==> src/tfb_pkg.sv <==
// Package for the telemetry frame builder: sizes, header byte and register map.
// No dependencies.
package tfb_pkg;

	localparam int unsigned MAX_PAYLOAD = 80;
	localparam int unsigned MAX_RESULTS = 12;
	localparam int unsigned CNT_W = $clog2(MAX_RESULTS + 1);

	localparam logic [7:0] HEADER_BYTE = 8'hAA;
	localparam logic [2:0] ELEM_BYTES_RESET = 3'd4;
	localparam logic [2:0] ELEM_BYTES_MAX = 3'd4;

	// Register index as seen in bit 2 of the byte address.
	localparam logic REG_ELEMENT_BYTES = 1'b0;

	typedef logic [7:0] byte_buf_t [MAX_RESULTS];

endpackage

==> src/telemetry_frame_builder.sv <==
// Telemetry frame builder: top level, turns payload elements into framed bytes.
// Depends on tfb_pkg.
//
// The input channel (in_valid, in_stall) carries one payload element per transfer
// together with a function code and payload length; the last two are only used by
// the transfer that opens a frame. The output channel (out_valid, out_stall)
// carries one frame byte per transfer, with frame_end marking the checksum and
// run_last marking the last byte produced by an input transfer.
// An accepted item is held in an input register, then expanded in a single
// combinational pass into a byte buffer of up to twelve entries, which is shifted
// out one byte per cycle while the receiver does not stall. The first byte is
// offered once the item has passed the input register and been loaded into the
// buffer. The single output byte lane sets the flow: an item yields four bytes for
// a four-byte element in mid-frame, up to twelve when it opens and closes a frame.
// The next item is taken into the input register while the buffer still drains,
// so that it is ready to load on the cycle the last byte leaves.
// An opening item with a length above the maximum is discarded without output.
// When the receiver stalls, the current byte is held and the input side fills and
// then stalls in turn. Reset empties the pipeline, closes any open frame and sets
// the element size register to four bytes.
// The element size register sits at byte addresses 0 to 3 of the APB port;
// values of 0 act as 1 and values above 4 act as 4.
module telemetry_frame_builder (
	input  logic        clk,
	input  logic        arst_n,
	// input channel
	input  logic        in_valid,
	output logic        in_stall,
	input  logic [7:0]  func_code,
	input  logic [7:0]  payload_len,
	input  logic [31:0] element,
	// output channel
	output logic        out_valid,
	input  logic        out_stall,
	output logic [7:0]  out_byte,
	output logic        frame_end,
	output logic        run_last,
	// configuration port
	input  logic        psel,
	input  logic        penable,
	input  logic        pwrite,
	input  logic [2:0]  paddr,
	input  logic [31:0] pwdata,
	output logic [31:0] prdata,
	output logic        pready
);

	// Configuration register.
	logic [2:0] element_bytes_q;

	// Input register.
	logic        valid_s1;
	logic [7:0]  func_code_s1;
	logic [7:0]  payload_len_s1;
	logic [31:0] element_s1;

	// Frame state.
	logic       in_frame_q;
	logic [6:0] bytes_done_q;
	logic [7:0] running_sum_q;
	logic [6:0] frame_length_q;

	// Output byte buffer.
	tfb_pkg::byte_buf_t          buf_q;
	logic [tfb_pkg::CNT_W-1:0]   count_q;
	logic                        close_q;

	// Pass results.
	tfb_pkg::byte_buf_t          buf_d;
	logic [tfb_pkg::CNT_W-1:0]   count_d;
	logic                        opening;
	logic                        drop;
	logic [2:0]                  eb;
	logic [6:0]                  flen;
	logic [6:0]                  bdone;
	logic [7:0]                  sum0;
	logic [6:0]                  rem;
	logic [6:0]                  rem2;
	logic                        has_elem;
	logic                        close;
	logic [1:0]                  nz;
	logic [7:0]                  elem_sum;
	logic [7:0]                  sum1;
	logic [3:0]                  hn;
	logic [3:0]                  e_end;
	logic [3:0]                  z_end;

	// Handshake terms.
	logic take;
	logic buf_free;
	logic s1_drain;
	logic load;
	logic cfg_wr;

	assign take      = out_valid && !out_stall;
	assign buf_free  = (count_q == '0) || ((count_q == tfb_pkg::CNT_W'(1)) && take);
	assign drop      = opening && (payload_len_s1 > 8'(tfb_pkg::MAX_PAYLOAD));
	assign s1_drain  = valid_s1 && (drop || buf_free);
	assign load      = valid_s1 && !drop && buf_free;
	assign in_stall  = valid_s1 && !s1_drain;

	assign out_valid = (count_q != '0);
	assign out_byte  = buf_q[0];
	assign run_last  = (count_q == tfb_pkg::CNT_W'(1));
	assign frame_end = run_last && close_q;

	assign pready = 1'b1;
	assign prdata = {29'd0, element_bytes_q};
	assign cfg_wr = psel && penable && pwrite && (paddr[2] == tfb_pkg::REG_ELEMENT_BYTES);

	always_ff @(posedge clk or negedge arst_n) begin
		if (!arst_n) begin
			element_bytes_q <= tfb_pkg::ELEM_BYTES_RESET;
		end else if (cfg_wr) begin
			element_bytes_q <= pwdata[2:0];
		end
	end

	// Single pass: work out how many header, element, fill and checksum bytes the
	// item in the input register produces, and lay them out in order.
	always_comb begin
		logic [3:0] j;
		logic [3:0] lane4;
		logic [1:0] lane;

		if (element_bytes_q == 3'd0) begin
			eb = 3'd1;
		end else if (element_bytes_q > tfb_pkg::ELEM_BYTES_MAX) begin
			eb = tfb_pkg::ELEM_BYTES_MAX;
		end else begin
			eb = element_bytes_q;
		end

		opening = !in_frame_q;
		flen    = opening ? payload_len_s1[6:0] : frame_length_q;
		bdone   = opening ? 7'd0 : bytes_done_q;
		sum0    = opening ? 8'(tfb_pkg::HEADER_BYTE + tfb_pkg::HEADER_BYTE
			+ func_code_s1 + payload_len_s1) : running_sum_q;

		rem      = (flen >= bdone) ? (flen - bdone) : 7'd0;
		has_elem = (rem >= {4'd0, eb});
		rem2     = has_elem ? (rem - {4'd0, eb}) : rem;
		close    = (rem2 < {4'd0, eb});
		nz       = close ? rem2[1:0] : 2'd0;

		// Sum of the bytes of the element that are in use.
		elem_sum = 8'd0;
		for (int k = 0; k < 4; k++) begin
			if (3'(k) < eb) begin
				elem_sum = elem_sum + element_s1[8*k +: 8];
			end
		end
		sum1 = has_elem ? (sum0 + elem_sum) : sum0;

		hn      = opening ? 4'd4 : 4'd0;
		e_end   = hn + (has_elem ? {1'b0, eb} : 4'd0);
		z_end   = e_end + {2'b00, nz};
		count_d = tfb_pkg::CNT_W'(z_end + {3'd0, close});

		for (int p = 0; p < tfb_pkg::MAX_RESULTS; p++) begin
			j     = 4'(p) - hn;
			lane4 = {1'b0, eb} - 4'd1 - j;
			lane  = lane4[1:0];
			if (4'(p) < hn) begin
				case (p)
					2:       buf_d[p] = func_code_s1;
					3:       buf_d[p] = payload_len_s1;
					default: buf_d[p] = tfb_pkg::HEADER_BYTE;
				endcase
			end else if (4'(p) < e_end) begin
				buf_d[p] = element_s1[8*lane +: 8];
			end else if (4'(p) < z_end) begin
				buf_d[p] = 8'd0;
			end else begin
				buf_d[p] = sum1;
			end
		end
	end

	always_ff @(posedge clk or negedge arst_n) begin
		if (!arst_n) begin
			valid_s1 <= 1'b0;
		end else if (!in_stall) begin
			valid_s1 <= in_valid;
		end
	end

	always_ff @(posedge clk) begin
		if (in_valid && !in_stall) begin
			func_code_s1   <= func_code;
			payload_len_s1 <= payload_len;
			element_s1     <= element;
		end
	end

	always_ff @(posedge clk or negedge arst_n) begin
		if (!arst_n) begin
			in_frame_q     <= 1'b0;
			bytes_done_q   <= 7'd0;
			running_sum_q  <= 8'd0;
			frame_length_q <= 7'd0;
		end else if (load) begin
			if (close) begin
				in_frame_q     <= 1'b0;
				bytes_done_q   <= 7'd0;
				running_sum_q  <= 8'd0;
				frame_length_q <= 7'd0;
			end else begin
				in_frame_q     <= 1'b1;
				bytes_done_q   <= bdone + {4'd0, eb};
				running_sum_q  <= sum1;
				frame_length_q <= flen;
			end
		end
	end

	always_ff @(posedge clk or negedge arst_n) begin
		if (!arst_n) begin
			count_q <= '0;
			close_q <= 1'b0;
		end else if (load) begin
			count_q <= count_d;
			close_q <= close;
		end else if (take) begin
			count_q <= count_q - tfb_pkg::CNT_W'(1);
		end
	end

	always_ff @(posedge clk) begin
		if (load) begin
			buf_q <= buf_d;
		end else if (take) begin
			for (int i = 0; i < tfb_pkg::MAX_RESULTS - 1; i++) begin
				buf_q[i] <= buf_q[i+1];
			end
			buf_q[tfb_pkg::MAX_RESULTS-1] <= 8'd0;
		end
	end

endmodule

==> config.mk <==
export PLATFORM = sky130hd
export DESIGN_NAME = telemetry_frame_builder
export DESIGN_NICKNAME = d
export VERILOG_FILES = /design/src/tfb_pkg.sv /design/src/telemetry_frame_builder.sv
export SDC_FILE = /design/constraint.sdc
export NUM_CORES = 1
export LEC_CHECK = 0
export BUFFER_PORTS_ARGS = -buffer_cell sky130_fd_sc_hd__buf_2
export CELL_PAD_IN_SITES_DETAIL_PLACEMENT = 1
export CELL_PAD_IN_SITES_GLOBAL_PLACEMENT = 1
export CORE_UTILIZATION = 45
export DETAILED_ROUTE_END_ITERATION = 16
export GPL_ROUTABILITY_DRIVEN = 1
export PLACE_DENSITY = 0.81
export SYNTH_ARGS = -nofsm -noshare
export SYNTH_HDL_FRONTEND = slang
export SYNTH_SLANG_ARGS = --single-unit
==> constraint.sdc <==
create_clock -name clk -period 9.8 [get_ports clk]
set_clock_uncertainty 0.05 [all_clocks]
set_input_delay 1.96 -clock clk [delete_from_list [all_inputs] [get_ports clk]]
set_output_delay 1.96 -clock clk [all_outputs]
set_load 0.01 [all_outputs]
==> Yosys cells after proc, flatten, opt, wreduce, memory -nomap -nowiden <==
Index checks and enable logic that the tools add are counted.
{ "word_totals": {"reg_bits": 176, "output_inout_bits": 45, "word_cells": 202} }
{ "classes": {"addsub": 38, "magnitude_cmp": 45, "n_eq_ne": 1, "shift": 12, "muxes": 59, "n_bitwise": 1, "reduce_logical": 23} }
{ "ops": {"columns": ["cell", "n"], "rows": [
  ["32-bit by 6-bit variable part select with 8-bit output", 12],
  ["8-bit two-way mux", 43],
  ["96-bit two-way mux", 2],
  ["7-bit two-way mux", 6],
  ["8-bit adder", 5],
  ["3-bit by 4-bit less-than comparator with 1-bit output, first input constant", 8],
  ["4-bit less-than comparator, first input constant", 8],
  ["2-bit subtractor", 12],
  ["1-bit by 4-bit less-than comparator with 1-bit output, first input constant", 4],
  ["2-bit by 4-bit less-than comparator with 1-bit output, first input constant", 4],
  ["4-bit by 3-bit less-than comparator with 1-bit output, first input constant", 4],
  ["1-bit logical AND", 12],
  ["1-bit by 3-bit less-than comparator with 1-bit output, first input constant", 4],
  ["2-bit by 3-bit less-than comparator with 1-bit output, first input constant", 4],
  ["3-bit less-than comparator, first input constant", 4],
  ["3-bit two-way mux", 4],
  ["1-bit by 2-bit subtractor with 2-bit output, first input constant", 6],
  ["2-bit subtractor, first input constant", 6],
  ["7-bit by 8-bit adder with 8-bit output, first input constant", 1],
  ["8-bit by 7-bit greater-than comparator with 1-bit output, second input constant", 1],
  ["4-bit two-way mux", 2],
  ["7-bit by 3-bit adder with 7-bit output", 1],
  ["7-bit by 3-bit >= comparator with 1-bit output", 1],
  ["7-bit >= comparator", 1],
  ["19 further kinds", 24]
]} }

==> Logic depth before layout (Yosys ltp) <==
{ "logic_depth": {"ltp_word": 17, "depth_mapped": 39} }

==> Worst setup path after synthesis <==
Ideal clock, no wire load.
{ "synth_path": {"path_type": "register to register", "start": "register in_frame_q", "end": "register buf_q[74] in the netlist's numbering, data pin", "arrival_time_ns": 7.946, "required_ns": 9.576, "slack_ns": 1.630, "stages_incl_launch_ff": 35, "path_buffers": 7, "synth_period_minus_slack_ns": 8.170, "cell_sequence": "dfrtp_1 > clkbuf_1 > buf_1 > clkbuf_1 > clkbuf_1 > nand2_1 > ha_1 > nand2_1 > o21ai_0 > o22ai_1 > or2_2 > ha_1 > o21ai_0 > a21boi_0 > or3_1 > buf_2 > nor2_4 > mux2_2 > ha_1 > o21ai_0 > nor2_1 > nor2_1 > and4_1 > o221a_2 > buf_2 > and3_1 > ha_1 > inv_1 > fa_1 > xor2_1 > and3_1 > clkbuf_1 > o211a_2 > a221oi_1 > a311oi_1"} }
{ "synth_between": {"elab_chain_len": 13, "word_cells_on_any_way": 29, "classes_between": "5 x add/sub; 6 x order compare; 13 x mux; 5 x reduce/logical"} }
{ "synth_lines": {"columns": ["element", "line", "source"], "rows": [
  ["from (decl)", "telemetry_frame_builder.sv:58", "logic in_frame_q;"],
  ["from (signal assigned)", "telemetry_frame_builder.sv:198", "in_frame_q <= 1'b0;"],
  ["from (signal assigned)", "telemetry_frame_builder.sv:204", "in_frame_q <= 1'b0;"],
  ["from (signal assigned)", "telemetry_frame_builder.sv:209", "in_frame_q <= 1'b1;"],
  ["7-bit two-way mux (on tied branches)", "telemetry_frame_builder.sv:135, telemetry_frame_builder.sv:136", null],
  ["7-bit subtractor / 7-bit >= comparator (equally long branches)", "telemetry_frame_builder.sv:140", "rem = (flen >= bdone) ? (flen - bdone) : 7'd0;"],
  ["7-bit two-way mux", "telemetry_frame_builder.sv:140", null],
  ["7-bit by 3-bit subtractor with 7-bit output / 7-bit by 3-bit >= comparator with 1-bit output (equally long branches)", "telemetry_frame_builder.sv:142, telemetry_frame_builder.sv:141", null],
  ["7-bit two-way mux", "telemetry_frame_builder.sv:142", "rem2 = has_elem ? (rem - {4'd0, eb}) : rem;"],
  ["7-bit by 3-bit less-than comparator with 1-bit output", "telemetry_frame_builder.sv:143", "close = (rem2 < {4'd0, eb});"],
  ["2-bit two-way mux", "telemetry_frame_builder.sv:144", "nz = close ? rem2[1:0] : 2'd0;"],
  ["4-bit by 2-bit adder with 4-bit output", "telemetry_frame_builder.sv:157", "z_end = e_end + {2'b00, nz};"],
  ["2-bit by 4-bit less-than comparator with 1-bit output", "telemetry_frame_builder.sv:172", "end else if (4'(p) < z_end) begin"],
  ["8-bit two-way mux", "telemetry_frame_builder.sv:172", null],
  ["8-bit two-way mux", "telemetry_frame_builder.sv:170", "end else if (4'(p) < e_end) begin"],
  ["8-bit two-way mux", "telemetry_frame_builder.sv:164", "if (4'(p) < hn) begin"],
  ["96-bit two-way mux (*)", "telemetry_frame_builder.sv:230", "if (load) begin"],
  ["to (signal assigned)", "telemetry_frame_builder.sv:231", "buf_q <= buf_d;"],
  ["to (signal, indexed assignment)", "telemetry_frame_builder.sv:234", "buf_q[i] <= buf_q[i+1];"],
  ["to (decl)", "telemetry_frame_builder.sv:64", "tfb_pkg::byte_buf_t buf_q;"]
]} }
Every way passes the cells marked *; elsewhere a longest branch is shown, timed or not.
A chain may end at the register's enable or synchronous reset.

==> Worst setup path after layout <==
{ "layout_path": {"start": "register in_frame_q", "end": "register buf_q, in the netlist out_byte[3], data pin"} }
{ "layout_between": {"elab_chain_len": 13, "word_cells_on_any_way": 29, "classes_between": "5 x add/sub; 6 x order compare; 13 x mux; 5 x reduce/logical"} }
{ "layout_lines": {"columns": ["element", "line"], "rows": [
  ["7-bit two-way mux (on tied branches)", "telemetry_frame_builder.sv:135, telemetry_frame_builder.sv:136"],
  ["7-bit subtractor / 7-bit >= comparator (equally long branches)", "telemetry_frame_builder.sv:140"],
  ["7-bit two-way mux", "telemetry_frame_builder.sv:140"],
  ["7-bit by 3-bit subtractor with 7-bit output / 7-bit by 3-bit >= comparator with 1-bit output (equally long branches)", "telemetry_frame_builder.sv:142, telemetry_frame_builder.sv:141"],
  ["7-bit two-way mux", "telemetry_frame_builder.sv:142"],
  ["7-bit by 3-bit less-than comparator with 1-bit output", "telemetry_frame_builder.sv:143"],
  ["2-bit two-way mux", "telemetry_frame_builder.sv:144"],
  ["4-bit by 2-bit adder with 4-bit output", "telemetry_frame_builder.sv:157"],
  ["1-bit by 4-bit less-than comparator with 1-bit output", "telemetry_frame_builder.sv:172"],
  ["8-bit two-way mux", "telemetry_frame_builder.sv:172"],
  ["8-bit two-way mux", "telemetry_frame_builder.sv:170"],
  ["8-bit two-way mux", "telemetry_frame_builder.sv:164"],
  ["96-bit two-way mux (*)", "telemetry_frame_builder.sv:230"]
]} }
Marks and branches as above.

==> results_dict.tcl <==
set metrics [dict create \
    cts_hold_buf 0 \
    drive_above_1_share 0.1275 \
    final_antenna_net_count 0 \
    final_cell_mix "nand2_1, nor2_1, edfxtp_1, o21ai_0, buf_2" \
    grt_pass1_vias 10380 \
    drt_iter0_markers 955 \
    cts_tree "done" \
    hold-path-endpoint "running_sum_q[5]" \
    r2r_slack_ns 0.96 \
    drc 12 \
    cts_setup_buffers 0 \
    fill_cells 3003 \
    portBuffers 73 \
    worstHoldPathType "flop to flop" \
    synth_seq_cells 176 \
    wl_per_cell_microns 22.23 \
    period_minus_slack_ns 8.841 \
    setup_violations 0 \
    area_delta_synth_final_pct 8.124 \
    grt_pass1_wl_mm 58.15 \
    relSlewSlack 0.2691 \
    clock_latency_ns 0.44 \
    grt_overflow_total 0 \
    r2r-end "out_byte[3]" \
    ys_warn_count 0 \
    holdPathStages 2 \
    synth_cells 1294 \
    worstPathArrival_ns 9.06 \
    crit_type "flop to flop" \
    first_pass_iters 11 \
    wirelength_mm 36.90 \
    crit_fanout 22 \
    antenna_found_initial 0 \
    seq_area_frac_synth 0.4235 \
    critPathBufInv 2 \
    cts_sinks 176 \
    hpwl_mm 26.78 \
    die_w_microns 166.0 \
    cts_resized 0 \
    finalWeightedCongestion 0.8868 \
    end_kind "flop" \
    tns_ns 0 \
    netlist_area_sq_um 12110 \
    chipHeight_microns 166.0 \
    cts_root_buf "clkbuf_16" \
    io-pin-count 135 \
    vias 10120 \
    die_area_sq_um 27560 \
    critical_path_required_ns 10.02 \
    cp_slowest_cell "dfrtp_1" \
    cts_buffers 17 \
    rsz0062_at_grt "no" \
    critPathTopFamily "simple AND/OR/NAND/NOR gates" \
    max_freq_mhz 113.1 \
    antennaDiodeCount 0 \
    maxCapViolCount 0 \
    startpoint "in_frame_q" \
    yosysUniqueCellTypes 80 \
    period_share 0.9021 \
    violations "design-rule violations" \
    grt_max_degree 85 \
    outcome "complete, but fails checks" \
    worstMarginPinSlew_ns 1.085 \
    async_flop_share 0.1818 \
    cpMostUsedCell "ha_1" \
    core_area_sq_um 26210 \
    placementRows 59 \
    final_util 0.4995 \
    htree_levels 4 \
    r2r_start "in_frame_q" \
    synth_edf_count 144 \
    final_nets 1475 \
    slew_violations 0 \
    critical-path-max-stage-delay_ns 0.82 \
    hp-start "running_sum_q[5]" \
    synth_ff_type "edfxtp_1" \
    finalHoldViolations 0 \
    start_util 0.4619 \
    path_clk_slew_ns 0.08 \
    layout_commonest_cell "nand2_1" \
    reg2reg_depth 29 \
    vias_per_cell 6.096 \
    cts_max_path_buffers 2 \
    syn_area_per_cell_sq_um 9.355 \
    grt.total_usage 0.2733 \
    hold_slack_ns 0.4325 \
    startpoint_type "flop" \
]
-- area by class of cell --
class / count / area, sq um / share of cell area
flip-flops and latches: 176 / 5126 / 0.3916
inverters: 56 / 210.2 / 0.01606
repair buffers: 87 / 470.5 / 0.03594
multi-input cells: 974 / 6289 / 0.4805
well taps: 335 / 419.2 / 0.03202
clock buffers: 17 / 425.4 / 0.03250
clock inverters: 15 / 148.9 / 0.01138
-- worst min-delay path, stage by stage (launching register included) --
cell	delay [ns]
dfrtp_1	0.34
nand2_1	0.05
o21ai_0	0.06
-- per-stage QoR --
step                setup slack [ns]  area [sq um]  std cells
detailed placement             1.126         12510       1628
global placement               1.395         12510       1628
global route                  0.2995         13090       1660
floorplan                      1.630         12210       1322
finish                        0.9592         13090       1660
CTS                            1.056         13090       1660
-- synthesized netlist by cell type, types with 4 or more instances --
master / number / area [sq um]
a311oi_1: 4 / 35.03
a221oi_1: 54 / 473.0
and3_1: 25 / 156.4
a211oi_1: 5 / 37.54
nor2_1: 166 / 623.1
o21bai_1: 6 / 45.04
nor3_1: 11 / 55.05
edfxtp_1: 144 / 4324
clkbuf_1: 54 / 202.7
nor3b_1: 5 / 37.54
o21ai_0: 81 / 405.4
nor2b_1: 8 / 50.05
nand3_1: 4 / 20.02
clkinv_1: 4 / 15.01
fa_1: 9 / 180.2
buf_1: 8 / 30.03
buf_4: 41 / 307.8
xnor2_1: 22 / 192.7
a32oi_1: 7 / 61.31
xor2_1: 20 / 175.2
a21boi_0: 5 / 37.54
or2_2: 5 / 31.28
nand2b_1: 6 / 37.54
dfrtp_1: 31 / 775.7
a22oi_1: 18 / 135.1
buf_2: 9 / 45.04
mux2i_1: 36 / 360.4
o21a_1: 5 / 37.54
ha_1: 64 / 800.8
a21o_1: 13 / 97.59
nand2_1: 174 / 653.1
buf_6: 4 / 45.04
mux2_2: 14 / 157.7
and2_1: 4 / 25.02
a21oi_1: 72 / 360.4
a31oi_1: 25 / 156.4
o21ai_1: 11 / 55.05
inv_1: 52 / 195.2
o31ai_1: 9 / 67.56
-- flip-flops by register name, summed over array words and instances (netlist names) --
register / cells
bytes_done_q: 7
func_code_s1: 8
running_sum_q: 8
element_bytes_q: 3
count_q: 4
in_frame_q: 1
element_s1: 32
buf_q: 88
close_q: 1
frame_length_q: 7
valid_s1: 1
out_byte: 8
payload_len_s1: 8
-- layer usage --
metal  up-vias  track usage  wire (microns)
li1       4669            -               -
met4         0       0.1215            1455
met1      4984       0.3580           15690
met3        69      0.04743            2441
met2       397       0.4441           17310
met5         -            0               0
-- cell families (layout without fill, tap and decap cells) --
logic type	Yosys count	in the layout	synth area share
xor+xnor	42	42	0.03039
other cells	2	30	0.0006204
buf+inv	172	175	0.06946
mux	53	53	0.04651
flops	176	176	0.4235
compound gates	347	347	0.1941
fa+ha+maj	74	74	0.08186
simple gates	428	428	0.1536
-- how the worst max path moves through the flow --
stage,to,slack (ns),depth (start not counted)
finish,out_byte[3],0.96,29
global route,out_byte[3],0.30,29
floorplan,buf_q[74],1.63,34
detailed placement,out_byte[3],1.13,29
CTS,out_byte[3],1.06,29
global placement,buf_q[81],1.40,28
Power is not shown: default switching activity piles up to over one toggle a cycle in this logic, so the estimate is an artifact.
